### src/itoa_fmt_pkg.sv
// itoa_fmt_pkg: commands, sizes and the digit-to-ascii map for the integer formatter
// no dependencies; imported by integer_to_ascii_formatter
package itoa_fmt_pkg;

   // operand and result limits
   localparam int VALUE_W      = 32;
   localparam int MAX_PAD      = 32;
   localparam int RESULT_LIMIT = 32;
   localparam int PAD_CAP      = (MAX_PAD < RESULT_LIMIT) ? MAX_PAD : RESULT_LIMIT;

   // digit store: ten bcd digits cover 32 bits, eight hex digits fit inside
   localparam int DEC_DIGITS = 10;
   localparam int HEX_DIGITS = 8;
   localparam int DIG_W      = DEC_DIGITS * 4;
   localparam int DIG_IDX_W  = $clog2(DEC_DIGITS);

   // counters
   localparam int CONV_W = $clog2(VALUE_W);
   localparam int CNT_W  = $clog2(RESULT_LIMIT + 1);
   localparam int IDX_W  = $clog2(RESULT_LIMIT);

   typedef enum logic [2:0] {
      CMD_UDEC = 3'd0,
      CMD_SDEC = 3'd1,
      CMD_HEXL = 3'd2,
      CMD_HEXU = 3'd3,
      CMD_PTR  = 3'd4
   } cmd_type;

   localparam logic [7:0] CHAR_ZERO  = 8'h30;
   localparam logic [7:0] CHAR_MINUS = 8'h2d;
   localparam logic [7:0] CHAR_X     = 8'h78;
   localparam logic [7:0] CHAR_LOW_A = 8'h61;
   localparam logic [7:0] CHAR_UP_A  = 8'h41;

   // one digit to its ascii code
   function automatic logic [7:0] digit_char(input logic [3:0] nib, input logic upper);
      logic [7:0] base;
      base = upper ? CHAR_UP_A : CHAR_LOW_A;
      if (nib < 4'd10) begin
         digit_char = CHAR_ZERO + {4'd0, nib};
      end else begin
         digit_char = base + {4'd0, nib} - 8'd10;
      end
   endfunction

endpackage

### src/integer_to_ascii_formatter.sv
// integer_to_ascii_formatter: formats a 32-bit value as decimal, hex or pointer text,
// one ascii character per response, most significant first; depends on itoa_fmt_pkg
module integer_to_ascii_formatter
   import itoa_fmt_pkg::*;
(
   input  logic         clock,
   input  logic         reset,
   input  logic         start,
   output logic         busy,
   input  logic [2:0]   req_command,
   input  logic [31:0]  req_value,
   input  logic [5:0]   req_pad_width,
   output logic         rsp_valid,
   output logic [7:0]   rsp_character,
   output logic         rsp_last
);

   // channel   | ports                                    | transfer when
   // ----------+------------------------------------------+---------------------------
   // request   | req_command, req_value, req_pad_width    | start high and busy low
   // response  | rsp_character, rsp_last                  | rsp_valid high (one cycle)
   //
   // decimal commands run a bit-serial double-dabble: one operand bit per cycle
   // over the whole operand, then a step to size the field; hex and pointer skip the
   // conversion. after that one character leaves per cycle. reset returns to
   // idle with no strobe; the receiver cannot stall, so characters stream out
   // back to back. commands five to seven are taken and dropped.

   typedef enum logic [2:0] {
      ST_IDLE,
      ST_CONV,
      ST_SIZE,
      ST_SIGN,
      ST_PFX0,
      ST_PFXX,
      ST_DIGIT
   } state_type;

   state_type            state_ff, state_in;
   cmd_type              cmd_ff, cmd_in;
   logic                 neg_ff, neg_in;
   logic [5:0]           pad_ff, pad_in;
   logic [VALUE_W-1:0]   bin_ff, bin_in;
   logic [DIG_W-1:0]     dig_ff, dig_in;
   logic [CONV_W-1:0]    conv_ff, conv_in;
   logic [IDX_W-1:0]     idx_ff, idx_in;
   logic                 rsp_valid_ff, rsp_valid_in;
   logic [7:0]           rsp_character_ff, rsp_character_in;
   logic                 rsp_last_ff, rsp_last_in;

   // double-dabble correction of every bcd digit
   logic [DIG_W-1:0]     dig_adj;
   // significant digit count of the store, at least one
   logic [CNT_W-1:0]     sig_cnt;
   logic [CNT_W-1:0]     field_cnt;
   logic [3:0]           cur_nib;
   logic [5:0]           req_pad_cap;

   assign req_pad_cap = (req_pad_width > 6'(PAD_CAP)) ? 6'(PAD_CAP) : req_pad_width;

   always_comb begin
      for (int i = 0; i < DEC_DIGITS; i++) begin
         dig_adj[i*4 +: 4] = (dig_ff[i*4 +: 4] >= 4'd5) ? dig_ff[i*4 +: 4] + 4'd3
                                                        : dig_ff[i*4 +: 4];
      end
   end

   always_comb begin
      sig_cnt = CNT_W'(1);
      for (int i = 0; i < DEC_DIGITS; i++) begin
         if (dig_ff[i*4 +: 4] != 4'd0) begin
            sig_cnt = CNT_W'(i + 1);
         end
      end
   end

   // field length: padded for unsigned and hex, fixed for pointer, unpadded for signed decimal
   always_comb begin
      unique case (cmd_ff)
         CMD_UDEC, CMD_HEXL, CMD_HEXU: begin
            field_cnt = (pad_ff > sig_cnt) ? pad_ff : sig_cnt;
         end
         CMD_PTR: begin
            field_cnt = CNT_W'(HEX_DIGITS);
         end
         default: begin
            field_cnt = sig_cnt;
         end
      endcase
   end

   // positions above the store are leading pad zeros
   always_comb begin
      if (idx_ff < IDX_W'(DEC_DIGITS)) begin
         cur_nib = dig_ff[idx_ff[DIG_IDX_W-1:0]*4 +: 4];
      end else begin
         cur_nib = 4'd0;
      end
   end

   always_comb begin
      state_in         = state_ff;
      cmd_in           = cmd_ff;
      neg_in           = neg_ff;
      pad_in           = pad_ff;
      bin_in           = bin_ff;
      dig_in           = dig_ff;
      conv_in          = conv_ff;
      idx_in           = idx_ff;
      rsp_valid_in     = 1'b0;
      rsp_character_in = rsp_character_ff;
      rsp_last_in      = 1'b0;

      unique case (state_ff)
         ST_IDLE: begin
            if (start) begin
               cmd_in  = cmd_type'(req_command);
               pad_in  = req_pad_cap;
               neg_in  = 1'b0;
               conv_in = '1;
               unique case (req_command)
                  CMD_UDEC: begin
                     bin_in   = req_value;
                     dig_in   = '0;
                     state_in = ST_CONV;
                  end
                  CMD_SDEC: begin
                     // magnitude of the two's complement operand
                     neg_in   = req_value[VALUE_W-1];
                     bin_in   = req_value[VALUE_W-1] ? (~req_value + 32'd1) : req_value;
                     dig_in   = '0;
                     state_in = ST_CONV;
                  end
                  CMD_HEXL, CMD_HEXU, CMD_PTR: begin
                     dig_in   = {{(DIG_W-VALUE_W){1'b0}}, req_value};
                     state_in = ST_SIZE;
                  end
                  default: begin
                     state_in = ST_IDLE;
                  end
               endcase
            end
         end
         ST_CONV: begin
            // shift one operand bit into the corrected bcd store
            dig_in  = {dig_adj[DIG_W-2:0], bin_ff[VALUE_W-1]};
            bin_in  = {bin_ff[VALUE_W-2:0], 1'b0};
            conv_in = conv_ff - CONV_W'(1);
            if (conv_ff == '0) begin
               state_in = ST_SIZE;
            end
         end
         ST_SIZE: begin
            idx_in = IDX_W'(field_cnt - CNT_W'(1));
            if (neg_ff) begin
               state_in = ST_SIGN;
            end else if (cmd_ff == CMD_PTR) begin
               state_in = ST_PFX0;
            end else begin
               state_in = ST_DIGIT;
            end
         end
         ST_SIGN: begin
            rsp_valid_in     = 1'b1;
            rsp_character_in = CHAR_MINUS;
            state_in         = ST_DIGIT;
         end
         ST_PFX0: begin
            rsp_valid_in     = 1'b1;
            rsp_character_in = CHAR_ZERO;
            state_in         = ST_PFXX;
         end
         ST_PFXX: begin
            rsp_valid_in     = 1'b1;
            rsp_character_in = CHAR_X;
            state_in         = ST_DIGIT;
         end
         ST_DIGIT: begin
            rsp_valid_in     = 1'b1;
            rsp_character_in = digit_char(cur_nib, cmd_ff == CMD_HEXU);
            if (idx_ff == '0) begin
               rsp_last_in = 1'b1;
               state_in    = ST_IDLE;
            end else begin
               idx_in = idx_ff - IDX_W'(1);
            end
         end
         default: begin
            state_in = ST_IDLE;
         end
      endcase
   end

   always_ff @(posedge clock) begin
      if (reset) begin
         state_ff     <= ST_IDLE;
         rsp_valid_ff <= 1'b0;
         rsp_last_ff  <= 1'b0;
      end else begin
         state_ff     <= state_in;
         rsp_valid_ff <= rsp_valid_in;
         rsp_last_ff  <= rsp_last_in;
      end
      cmd_ff           <= cmd_in;
      neg_ff           <= neg_in;
      pad_ff           <= pad_in;
      bin_ff           <= bin_in;
      dig_ff           <= dig_in;
      conv_ff          <= conv_in;
      idx_ff           <= idx_in;
      rsp_character_ff <= rsp_character_in;
   end

   assign busy          = (state_ff != ST_IDLE);
   assign rsp_valid     = rsp_valid_ff;
   assign rsp_character = rsp_character_ff;
   assign rsp_last      = rsp_last_ff;

endmodule
### config.mk
export PLATFORM = sky130hd
export DESIGN_NAME = integer_to_ascii_formatter
export DESIGN_NICKNAME = d
export VERILOG_FILES = /design/src/itoa_fmt_pkg.sv /design/src/integer_to_ascii_formatter.sv
export SDC_FILE = /design/constraint.sdc
export NUM_CORES = 1
export LEC_CHECK = 0
export BUFFER_PORTS_ARGS = -buffer_cell sky130_fd_sc_hd__buf_4
export CAP_MARGIN = 25
export CORE_ASPECT_RATIO = 1.25
export CORE_MARGIN = 8
export CORE_UTILIZATION = 45
export DETAILED_ROUTE_END_ITERATION = 12
export GPL_TIMING_DRIVEN = 0
export PLACE_DENSITY_LB_ADDON = 0.2
export SLEW_MARGIN = 40
export SYNTH_ARGS = -nofsm -noshare
export SYNTH_HDL_FRONTEND = slang
export SYNTH_SLANG_ARGS = --single-unit
export TNS_END_PERCENT = 30
### constraint.sdc
create_clock -name clock -period 5.75 [get_ports clock]
set_input_delay 0.2875 -clock clock [delete_from_list [all_inputs] [get_ports clock]]
set_output_delay 0.2875 -clock clock [all_outputs]
set_load 0.02 [all_outputs]
; ---- Yosys cells after proc, flatten, opt, wreduce, memory -nomap -nowiden
; Cells that the tools add are included.
[word_totals]
wordCells = 139
register_bits = 105
[op_classes]
order_cmp = 14
bitwise_logic = 2
n_shift = 1
n_reduce_logical = 30
eq_ne = 19
add_sub_neg = 17
muxes = 45
[ops]
columns = op, count
row1 = case mux 40 bit (2 select lines), 2
row2 = case mux 32 bit (2 select lines), 2
row3 = two-way mux 32 bit, 2
row4 = two-way mux 6 bit, 9
row5 = greater-or-equal comparator 4 x 3 -> 1 bit (second input constant), 10
row6 = two-way mux 4 bit, 10
row7 = two-way mux 40 bit, 1
row8 = nonzero test 4 bit, 10
row9 = variable part select 40 x 7 -> 4 bit, 1
row10 = adder 4 x 2 -> 4 bit (second input constant), 9
row11 = adder 32 x 1 -> 32 bit (second input constant), 1
row12 = inverter 32 bit, 1
row13 = case mux 8 bit (4 select lines), 1
row14 = case mux 5 bit (2 select lines), 3
row15 = == test 3 x 2 -> 1 bit (second input constant), 6
row16 = case mux 3 bit (6 select lines), 1
row17 = == test 3 bit (second input constant), 5
row18 = two-way mux 3 bit, 5
row19 = two-way mux 5 bit, 3
row20 = subtractor 5 x 1 -> 5 bit (second input constant), 3
row21 = logical NOT 5 bit, 2
row22 = logical NOT 3 bit, 3
row23 = AND reduction 3 bit, 3
row24 = adder 7 x 4 -> 8 bit, 1
row25 = 22 further kinds, 34

; ---- Depth between registers and ports, before layout
; Gate-level depths: netlist of run 1.
[depth]
ltp_word = 15
mapped_depth = 17

; ---- Worst setup path after synthesis of run 1
; Ideal clock, no wire load.
[synth_path]
kind = register to register
startpoint = reg state_ff[1]
endpoint = reg dig_ff[0] (enable)
t_required_ns = 5.257
arrival_ns = 3.668
setup_ns = 0.493
slack_ns = 1.589
period_less_slack_ns = 4.161
path_stages_with_launch = 5
cell_sequence = dfxtp_1 clkbuf_1 nor3_1 nand2_1 o21ai_0
[synth_via]
elab_chain_len = 3
[synth_rtl]
columns = item, line
row1 = start: declaration, integer_to_ascii_formatter.sv:39  ; state_type state_ff, state_in;
row2 = start signal: assignment, integer_to_ascii_formatter.sv:200  ; state_ff <= state_in;
row3 = logical NOT 3 bit / == test 3 x 1 -> 1 bit (equally long branches), integer_to_ascii_formatter.sv:114  ; unique case (state_ff)
row4 = "inequality test 3 x 2 -> 1 bit (no source line), or another cell as far along", n/a
row5 = AND reduction 3 bit (no source line) (*), n/a
row6 = end signal: assignment, integer_to_ascii_formatter.sv:208  ; dig_ff <= dig_in;
row7 = end: declaration, integer_to_ascii_formatter.sv:44  ; logic [DIG_W-1:0] dig_ff, dig_in;
; Mark *: on every way between the ends. The rest lies on a longest branch, timed or not.
; A chain may end at the register's enable or synchronous reset.

; ---- Final worst setup path of run 1
[layout_path]
startpoint = reg dig_ff[20]
endpoint = reg idx_ff[4], data pin
[layout_via]
elab_chain_len = 11
[layout_rtl]
columns = item, line
row1 = nonzero test 4 bit (*), integer_to_ascii_formatter.sv:71  ; if (dig_ff[i*4 +: 4] != 4'd0) begin
row2 = two-way mux 6 bit (*) (5 in a row), integer_to_ascii_formatter.sv:71
row3 = > comparator 6 bit, integer_to_ascii_formatter.sv:81  ; field_cnt = (pad_ff > sig_cnt) ? pad_ff : sig_cnt;
row4 = two-way mux 5 bit, integer_to_ascii_formatter.sv:81
row5 = case mux 5 bit (2 select lines) (*), integer_to_ascii_formatter.sv:79  ; unique case (cmd_ff)
row6 = subtractor 5 x 1 -> 5 bit (*), integer_to_ascii_formatter.sv:154  ; idx_in = IDX_W'(field_cnt - CNT_W'(1));
row7 = case mux 5 bit (2 select lines) (*), integer_to_ascii_formatter.sv:114
row8 = net idx_in[4], integer_to_ascii_formatter.sv:46  ; logic [IDX_W-1:0] idx_ff, idx_in;
row9 = end signal: assignment, integer_to_ascii_formatter.sv:210  ; idx_ff <= idx_in;
row10 = end: declaration, integer_to_ascii_formatter.sv:46
; The timed path passes the listed nets; every way through them passes the cells marked *.

==> results.sh, run 1 <==
export IMPL_crit_path_max_incr_delay_ns=0.59
export IMPL_r2r_slack_ns=1.28
export IMPL_path_cells="inv_1 -> ha_1 -> nor3b_1 -> o211ai_1 -> a311oi_1 -> ha_1 -> nor2b_1 -> a2111oi_2 -> nor3b_1 -> o21ai_0 -> a21oi_1 -> a21oi_1 -> ha_1 -> inv_1 -> nor3b_1 -> xnor2_1"
export IMPL_clk_pin_slew_ns=0.08
export IMPL_antenna_found_initial=0
export IMPL_syn_to_final_growth_pct=14.94
export IMPL_synth_distinct_cells=67
export IMPL_grt_pass1_wl_microns=26940
export IMPL_ys_warn_count=0
export IMPL_drive_gt1_share_pct=13.29
export IMPL_irDropWorstVdd_mv=0.1665
export IMPL_switchingPower_uw=1082
export IMPL_finalMaxSlewViolations=0
export IMPL_netlist_area_sq_um=6740
export IMPL_core_sq_um=14830
export IMPL_cts_path_max_buffers=2
export IMPL_grt_max_degree=20
export IMPL_hold_violations=0
export IMPL_ys_flop_type="edfxtp_1"
export IMPL_async_flop_share_pct=0
export IMPL_holdPathStages=2
export IMPL_critPathRequiredTime_ns=5.85
export IMPL_intPower_uw=1822
export IMPL_slowest_stage="a311oi_1"
export IMPL_drtIter0Drc=342
export IMPL_outcome="finished clean"
export IMPL_io_buffer_count=53
export IMPL_pin_count=55
export IMPL_max_freq_ghz=0.2239
export IMPL_cts_buffers=9
export IMPL_post_cts_resized=0
export IMPL_final_core_utilization_pct=52.25
export IMPL_min_period_ns=4.466
export IMPL_drc=0
export IMPL_power_frac_comb_pct=36.6
export IMPL_finalNetCount=846
export IMPL_grt_overflow=0
export IMPL_path_max_fanout=5
export IMPL_dr_pass1_iters=5
export IMPL_drtAntennaViolNets=0
export IMPL_diodes=0
export IMPL_hold_start="reset"
export IMPL_cts_sinks=104
export IMPL_die_width_microns=125.5
export IMPL_initial_utilization_pct=45.46
export IMPL_rows=50
export IMPL_grt_usage_pct=17.46
export IMPL_power_density_nw_per_um2=374.8
export IMPL_crit_type="register to register"
export IMPL_clk_latency_ns=0.36
export IMPL_vias_per_cell=5.605
export IMPL_min_period_over_period_pct=77.67
export IMPL_r2r_start="dig_ff[20]$_DFFE_PP_"
export IMPL_slew_headroom_pct=46.05
export IMPL_ctsHoldBuffers=0
export IMPL_routed_wirelength_microns=16550
export IMPL_seq_area_frac_synth_pct=45.59
export IMPL_first_global_vias=5433
export IMPL_synth_nets=779
export IMPL_whs_endpoint="state_ff[1]$_SDFFE_PP0P_"
export IMPL_htreeDepth=3
export IMPL_synth_seq_cells=104
export IMPL_die_area_sq_um=19170
export IMPL_cts_tree="built"
export IMPL_vias=5364
export IMPL_hpwl_microns=12950
export IMPL_switching_share_pct=37.26
export IMPL_whs_ns=0.1137
export IMPL_syn_instance_count=703
export IMPL_cp_start_kind="register"
export IMPL_drv_cap=0
export IMPL_p_leak_uw=0.002801
export IMPL_clock_root_buffer="clkbuf_16"
export IMPL_finalSetupViolCount=0
export IMPL_wl_per_cell_microns=17.30
export IMPL_post_cts_setup_buffers=0
export IMPL_pwr_share_seq_pct=42.3
export IMPL_die_y_microns=152.8
export IMPL_routabilityCongestion=0.8916
export IMPL_worstPathArrival_ns=4.57
export IMPL_tns_ns=0
export IMPL_tightest_slew_ns=0.8020
export IMPL_end_kind="register"
export IMPL_finalClockSkew_ns=0.01195
export IMPL_synth_edf_count=99
export IMPL_reg2reg_depth=16
export IMPL_pwr_share_clk_pct=21.0
export IMPL_hp_class="input port to register"
export IMPL_rsz0062_at_grt="false"
export IMPL_synth_avg_cell_area_sq_um=9.588
export IMPL_rr_endpoint="idx_ff[4]$_DFFE_PP_"
cells in the mapped netlist, types with 4 or more instances:
cell type   n  area, sq um
mux2_2      4        45.04
buf_2       4        20.02
mux2i_1    15        150.1
a21oi_1    57        285.3
o22ai_1    11        68.82
clkbuf_1   25        93.84
nor3_1     12        60.06
ha_1       32        400.4
o21ai_0    73        365.4
nor2_1     54        202.7
xnor2_1    33        289.0
dfxtp_1     5        100.1
nand3_1     8        40.04
or3_1       8        50.05
o31ai_1     9        67.56
o211ai_1    4        30.03
edfxtp_1   99         2973
nand2b_1   16        100.1
inv_1      35        131.4
or4_1       4        30.03
nand2_1    92        345.3
nor4_1      4        25.02
nor2b_1    10        62.56
nor3b_1    17        127.6
xor2_1     18        157.7
area by class of cell:
type	instances	area, sq um
buffer	31	125.1
clock buffer	9	225.2
clock inverter	7	61.31
fill	1330	7079
inverter	35	131.4
multi-input combinational	533	3423
sequential	104	3073
tap	182	227.7
timing repair buffer	56	480.5
state kept, by name, summed over array words and instances, names as in the netlist:
| register | count |
|---|---|
| cmd_ff | 3 |
| pad_ff | 6 |
| dig_ff | 40 |
| conv_ff | 5 |
| rsp_character | 7 |
| bin_ff | 32 |
| state_ff | 3 |
| neg_ff | 1 |
| rsp_last | 1 |
| rsp_valid | 1 |
| idx_ff | 5 |
cells by family (layout without fill, tap and decap cells):
group           after synthesis  count (layout)  synth area share, %
compound gates              179             179                15.56
xor+xnor                     51              51                6.627
fa+ha+maj                    32              32                5.940
buf+inv                      66             138                3.806
flops                       104             104                45.59
mux                          22              22                3.898
other cells                   1               1              0.05564
simple gates                248             248                18.53
power groups by stage:
| stage | clock [uW] | combinational (uW) | sequential [uW] |
|---|---|---|---|
| floorplan | 0 | 725 | 1210 |
| global placement | 0 | 962 | 1260 |
| detailed placement | 0 | 1060 | 1240 |
| CTS | 620 | 1070 | 1230 |
| global route | 643 | 1180 | 1250 |
| finish | 610 | 1060 | 1230 |
worst max-delay path by stage:
stage	start	to	slack, ns	cells past startpoint
final	dig_ff[20]$_DFFE_PP_	idx_ff[4]$_DFFE_PP_	1.28	16
after global placement	state_ff[1]$_SDFFE_PP0P_	dig_ff[31]$_DFFE_PP_	0.11	4
after CTS	dig_ff[20]$_DFFE_PP_	idx_ff[4]$_DFFE_PP_	1.37	16
after floorplan	state_ff[1]$_SDFFE_PP0P_	dig_ff[0]$_DFFE_PP_	1.59	4
after global routing	dig_ff[20]$_DFFE_PP_	idx_ff[4]$_DFFE_PP_	1.09	16
after detailed placement	dig_ff[20]$_DFFE_PP_	idx_ff[4]$_DFFE_PP_	1.54	16
cells in the final DEF, fill, tap and decap left out, drive strengths merged, types with 32 or more instances in the layout:
cell / synthesis / routed
edfxtp: 99 / 99
ha: 32 / 32
inv: 35 / 40
nand2: 92 / 92
buf: 6 / 62
o21ai: 74 / 74
a21oi: 57 / 57
clkbuf: 25 / 34
xnor2: 33 / 33
nor2: 56 / 56
metal layers:
layer | part of all wire (%) | GRT usage [%]
met1 | 41 | 19.81
met2 | 52 | 31.56
met5 | 0 | 0
met3 | 4.8 | 2.750
met4 | 2.2 | 7.733
worst max-delay path: cells and delay by family (launching register included):
family	cells	cell delay (ns)
xor+xnor	1	0.11
flops	1	0.43
simple gates	4	0.99
compound gates	6	1.86
fa+ha+maj	3	0.61
buf+inv	2	0.20
metrics by stage:
| step | std cells | instance area, sq um | setup slack [ns] | power (uW) |
|---|---|---|---|---|
| 2_1_floorplan | 703 | 6740 | 1.589 | 1939 |
| 3_3_place_gp | 938 | 7366 | 0.1080 | 2218 |
| 3_5_place_dp | 941 | 7461 | 1.536 | 2301 |
| 4_1_cts | 957 | 7747 | 1.371 | 2914 |
| 5_1_grt | 957 | 7747 | 1.091 | 3078 |
| 6_report | 957 | 7747 | 1.284 | 2904 |
(Power assumes the default switching activity.)
==> run 2: changes to the inputs <==
- clock period: 5.75 -> 4.5 ns (I/O delays scaled with it)
==> results.sh, run 2 (synthesis gave the netlist of run 1 again) <==
export IMPL_initial_utilization_pct=45.46
export IMPL_min_period_ns=4.171
export IMPL_antenna_found_initial=0
export IMPL_holdPathStages=2
export IMPL_dr_pass1_iters=5
export IMPL_vias_per_cell=5.609
export IMPL_layout_commonest_cell="edfxtp_1"
export IMPL_syn_to_final_growth_pct=15.46
export IMPL_crit_path_max_incr_delay_ns=0.51
export IMPL_worstPathArrival_ns=4.28
export IMPL_grt_usage_pct=17.46
export IMPL_crit_path_frequent_cell="ha_1"
export IMPL_slowest_stage="or3b_2"
export IMPL_critPathBufInv=2
export IMPL_place_ws_ns=0.2858
export IMPL_drtAntennaViolNets=0
export IMPL_worst_slack_ns=0.3291
export IMPL_drtIter0Drc=363
export IMPL_path_max_fanout=5
export IMPL_crit_start="dig_ff[33]$_SDFFCE_PN0P_"
export IMPL_grt_overflow=0
export IMPL_vias=5368
export IMPL_drc=0
export IMPL_p_leak_uw=0.002810
export IMPL_cts_tree="built"
export IMPL_drv_cap=0
export IMPL_routabilityCongestion=0.8916
export IMPL_io_buffer_count=53
export IMPL_whs_endpoint="state_ff[1]$_SDFFE_PP0P_"
export IMPL_die_y_microns=152.8
export IMPL_grt_max_degree=20
export IMPL_pin_count=55
export IMPL_layout_common_cells="edfxtp_1 (99), nand2_1 (92), o21ai_0 (72)"
export IMPL_post_cts_resized=0
export IMPL_ctsHoldBuffers=0
export IMPL_critPathRequiredTime_ns=4.60
export IMPL_cts_path_max_buffers=2
export IMPL_outcome="finished clean"
export IMPL_end_kind="register"
export IMPL_clock_root_buffer="clkbuf_16"
export IMPL_core_sq_um=14830
export IMPL_htreeDepth=3
export IMPL_finalClockSkew_ns=0.01119
export IMPL_first_global_vias=5433
export IMPL_final_core_utilization_pct=52.49
export IMPL_tightest_slew_ns=0.7826
export IMPL_routed_wirelength_microns=16580
export IMPL_grt_pass1_wl_microns=26940
export IMPL_rr_endpoint="idx_ff[4]$_DFFE_PP_"
export IMPL_post_cts_setup_buffers=0
export IMPL_cts_buffers=9
export IMPL_finalNetCount=846
export IMPL_clk_pin_slew_ns=0.08
export IMPL_wl_per_cell_microns=17.32
export IMPL_diodes=0
export IMPL_drive_gt1_share_pct=13.81
export IMPL_r2r_start="dig_ff[33]$_SDFFCE_PN0P_"
export IMPL_cpLargestDelayFamily="simple AND/OR/NAND/NOR gates"
export IMPL_clk_latency_ns=0.36
export IMPL_rows=50
export IMPL_tns_ns=0
export IMPL_hp_class="input port to register"
export IMPL_power_density_nw_per_um2=478.2
export IMPL_largest_reg_flops=40
export IMPL_irDropWorstVdd_mv=0.2128
export IMPL_die_width_microns=125.5
export IMPL_cts_sinks=104
export IMPL_r2r_slack_ns=0.33
export IMPL_slew_headroom_pct=47.36
export IMPL_rsz0062_at_grt="false"
export IMPL_die_area_sq_um=19170
export IMPL_reg2reg_depth=16
export IMPL_min_period_over_period_pct=92.69
export IMPL_hpwl_microns=12950
export IMPL_finalMaxSlewViolations=0
export IMPL_cp_start_kind="register"
export IMPL_finalSetupViolCount=0
export IMPL_path_cells="inv_1 -> ha_1 -> or3b_2 -> nor4b_1 -> a311oi_1 -> ha_1 -> nand4_1 -> o32ai_2 -> nor3b_1 -> o21ai_0 -> a21oi_1 -> a21oi_1 -> ha_1 -> inv_1 -> nor3b_1 -> xnor2_1"
export IMPL_hold_violations=0
export IMPL_max_freq_ghz=0.2398
export IMPL_top_register="dig_ff"
export IMPL_crit_type="register to register"
export IMPL_hold_start="reset"
run 2: how the worst max path moves through the flow:
stage                                end  depth (start not counted)
detailed placement   idx_ff[4]$_DFFE_PP_                         16
global route         idx_ff[4]$_DFFE_PP_                         16
global placement    dig_ff[31]$_DFFE_PP_                          4
CTS                  idx_ff[4]$_DFFE_PP_                         16
finish               idx_ff[4]$_DFFE_PP_                         16
floorplan            dig_ff[0]$_DFFE_PP_                          4
run 2: routing by layer:
| metal | wire length (microns) | up-vias | track usage [%] |
|---|---|---|---|
| met4 | 354 | 0 | 7.733 |
| li1 | - | 2667 | - |
| met5 | 0 | - | 0 |
| met3 | 737 | 25 | 2.750 |
| met1 | 6877 | 2540 | 19.81 |
| met2 | 8608 | 136 | 31.56 |
run 2: cell type report:
| cell class | count | area (sq um) |
|---|---|---|
| Multi-Input combinational cell | 533 | 3458 |
| Tap cell | 182 | 227.7 |
| Clock buffer | 9 | 225.2 |
| Fill cell | 1332 | 7044 |
| Buffer | 31 | 125.1 |
| Clock inverter | 7 | 61.31 |
| Inverter | 35 | 131.4 |
| Sequential cell | 104 | 3073 |
| Timing Repair Buffer | 56 | 480.5 |
run 2: power by group:
part / leakage [uW] / total, uW / switching [uW] / internal, uW
clock network: 0.000142 / 779 / 391 / 389
registers: 0.000965 / 1570 / 177 / 1400
logic: 0.00170 / 1370 / 820 / 548
total: 0.00281 / 3720 / 1390 / 2330
run 2: stage by stage:
stage | hold slack (ns) | std cells | power, uW | cell area, sq um
2_1_floorplan | 0.2941 | 703 | 2478 | 6740
3_3_place_gp | 0.4219 | 938 | 2834 | 7366
6_report | 0.05092 | 957 | 3722 | 7782
5_1_grt | 0.05925 | 957 | 3945 | 7782
4_1_cts | 0.04172 | 957 | 3723 | 7747
3_5_place_dp | 0.4300 | 941 | 2941 | 7461
==> run 3: changes to the inputs <==
- ABC_AREA: unset -> 1
==> results.sh, run 3 <==
export IMPL_outcome="finished clean"
export IMPL_cp_start_kind="register"
export IMPL_post_cts_resized=0
export IMPL_total_power_uw=4981
export IMPL_grt_pass1_wl_microns=31260
export IMPL_drc=0
export IMPL_synth_area_leaders="edfxtp_1 (41%), nand2_1 (10%), inv_1 (7.6%)"
export IMPL_min_period_over_period_pct=78.69
export IMPL_antenna_found_initial=0
export IMPL_die_area_sq_um=20290
export IMPL_reg2reg_depth=18
export IMPL_die_y_microns=157.3
export IMPL_drv_cap=0
export IMPL_clk_pin_slew_ns=0.07
export IMPL_clk_latency_ns=0.36
export IMPL_finalClockSkew_ns=0.008672
export IMPL_die_width_microns=129.0
export IMPL_cts_tree="built"
export IMPL_hold_violations=0
export IMPL_hp_class="input port to register"
export IMPL_met2_usage_pct=34.82
export IMPL_synth_distinct_cells=48
export IMPL_synth_avg_cell_area_sq_um=7.819
export IMPL_synth_nets=995
export IMPL_critPathRequiredTime_ns=4.60
export IMPL_routabilityCongestion=0.8877
export IMPL_netlist_area_sq_um=7186
export IMPL_finalSetupViolCount=0
export IMPL_post_cts_setup_buffers=0
export IMPL_largest_reg_flops=40
export IMPL_cts_buffers=9
export IMPL_gr_usage_met1_pct=23.62
export IMPL_tightest_slew_ns=0.7879
export IMPL_drive_gt1_share_pct=11.78
export IMPL_holdPathStages=2
export IMPL_rows=51
export IMPL_drtIter0Drc=479
export IMPL_finalNetCount=1064
export IMPL_vias=6508
export IMPL_cts_path_max_buffers=2
export IMPL_initial_utilization_pct=45.96
export IMPL_synth_top_area_share_pct=41.37
export IMPL_grt_overflow=0
export IMPL_top_register="dig_ff"
export IMPL_finalMaxSlewViolations=0
export IMPL_hpwl_microns=15160
export IMPL_grt_usage_pct=19.88
export IMPL_ctsHoldBuffers=0
export IMPL_whs_ns=0.06665
export IMPL_clock_root_buffer="clkbuf_16"
export IMPL_synth_most_common_cell="nand2_1"
export IMPL_path_max_fanout=5
export IMPL_gr_max_usage_layer="met2"
export IMPL_syn_to_final_growth_pct=14.99
export IMPL_syn_instance_count=919
export IMPL_dr_pass1_iters=5
export IMPL_hold_start="reset"
export IMPL_layout_common_cells="nand2_1 (200), inv_1 (145), edfxtp_1 (99)"
export IMPL_first_global_vias=6273
export IMPL_r2r_start="dig_ff[32]$_SDFFCE_PN0P_"
export IMPL_end_kind="register"
export IMPL_slew_headroom_pct=47.47
export IMPL_rsz0062_at_grt="false"
export IMPL_drtAntennaViolNets=0
export IMPL_max_freq_ghz=0.2824
export IMPL_final_core_utilization_pct=52.85
export IMPL_wl_per_cell_microns=15.98
export IMPL_synth_seq_cells=104
export IMPL_min_period_ns=3.541
export IMPL_crit_type="register to register"
export IMPL_routed_wirelength_microns=19250
export IMPL_htreeDepth=3
export IMPL_synth_commonest_cells="nand2_1 (200), inv_1 (145), edfxtp_1 (99)"
export IMPL_synth_edf_count=99
export IMPL_grt_max_degree=18
export IMPL_pin_count=55
export IMPL_worstPathArrival_ns=3.64
export IMPL_grt_use_met3_pct=2.370
export IMPL_whs_endpoint="state_ff[1]$_SDFFE_PP0P_"
export IMPL_seq_area_frac_synth_pct=42.77
export IMPL_async_flop_share_pct=0
export IMPL_core_sq_um=15630
export IMPL_ys_flop_type="edfxtp_1"
export IMPL_io_buffer_count=53
export IMPL_rr_endpoint="idx_ff[4]$_DFFE_PP_"
export IMPL_power_density_nw_per_um2=602.8
export IMPL_vias_per_cell=5.401
export IMPL_diodes=0
export IMPL_cts_sinks=104
export IMPL_layout_commonest_cell="nand2_1"
export IMPL_irDropWorstVdd_mv=0.3329
export IMPL_synth_top_area_cell="edfxtp_1"
export IMPL_r2r_slack_ns=0.96
export IMPL_p_leak_uw=0.003634
export IMPL_ys_warn_count=0
## run 3: report_power, final
| group | switching [uW] | total, uW | internal (uW) | leakage [uW] |
|---|---|---|---|---|
| sequential | 227 | 1850 | 1630 | 0.000961 |
| clock | 343 | 784 | 441 | 0.000142 |
| combinational | 1570 | 2340 | 776 | 0.00253 |
## run 3: through the flow
stage,std cells,area [sq um],setup TNS (ns),setup slack (ns)
2_1_floorplan,919,7186,0,0.6057
3_3_place_gp,1184,7849,-44.84,-0.8166
3_5_place_dp,1189,7970,0,1.041
4_1_cts,1205,8263,0,0.9851
5_1_grt,1205,8263,0,0.6248
6_report,1205,8263,0,0.9590
## run 3: cells by family (layout without fill, tap and decap cells)
| group | count (synthesis) | after routing | synth area share, % |
|---|---|---|---|
| and+or+nand+nor | 411 | 411 | 25.02 |
| other | 1 | 1 | 0.05219 |
| DFF | 104 | 104 | 42.77 |
| adders and majority gates | 32 | 32 | 5.572 |
| buffers and inverters | 179 | 253 | 9.803 |
| xor gates and xnor gates | 8 | 8 | 0.9751 |
| AOI/OAI and AO/OA | 184 | 184 | 15.81 |
## run 3: routing by layer
layer | part of all wire, % | wire length [microns]
met5 | 0 | 0
met4 | 3.1 | 601
met3 | 5.6 | 1080
met2 | 49 | 9467
met1 | 42 | 8102
## run 3: area by class of cell
class	instances	area, sq um
plain buffers	29	141.4
clock buffers	16	292.8
fillers	1504	7371
inverters	150	563.0
multi-input cells	636	3433
flip-flops and latches	104	3073
well taps	212	265.3
repair buffers	58	494.2
## run 3: worst max-delay path: stages (launching register included)
cell and delay [ns]:
edfxtp_1 0.45, inv_1 0.14, ha_1 0.20, nand3_1 0.17
nor3_2 0.32, nand2_1 0.13, ha_1 0.30, nand2_1 0.07
nor2_1 0.10, nand2_1 0.06, nand2_1 0.09, nand2_1 0.12
o21ai_0 0.19, a21oi_1 0.10, a21oi_1 0.29, ha_1 0.27
nand3_1 0.11, nand2_1 0.09, nand2_1 0.06
## run 3: how the worst max path moves through the flow
stage	from	to	slack, ns	depth (start not counted)
6_report	dig_ff[32]$_SDFFCE_PN0P_	idx_ff[4]$_DFFE_PP_	0.96	18
5_1_grt	dig_ff[8]$_DFFE_PP_	idx_ff[4]$_DFFE_PP_	0.62	25
4_1_cts	dig_ff[32]$_SDFFCE_PN0P_	idx_ff[4]$_DFFE_PP_	0.99	18
3_5_place_dp	dig_ff[32]$_SDFFCE_PN0P_	idx_ff[4]$_DFFE_PP_	1.04	18
3_3_place_gp	state_ff[1]$_SDFFE_PP0P_	dig_ff[25]$_DFFE_PP_	-0.82	7
2_1_floorplan	state_ff[1]$_SDFFE_PP0P_	dig_ff[0]$_DFFE_PP_	0.61	7
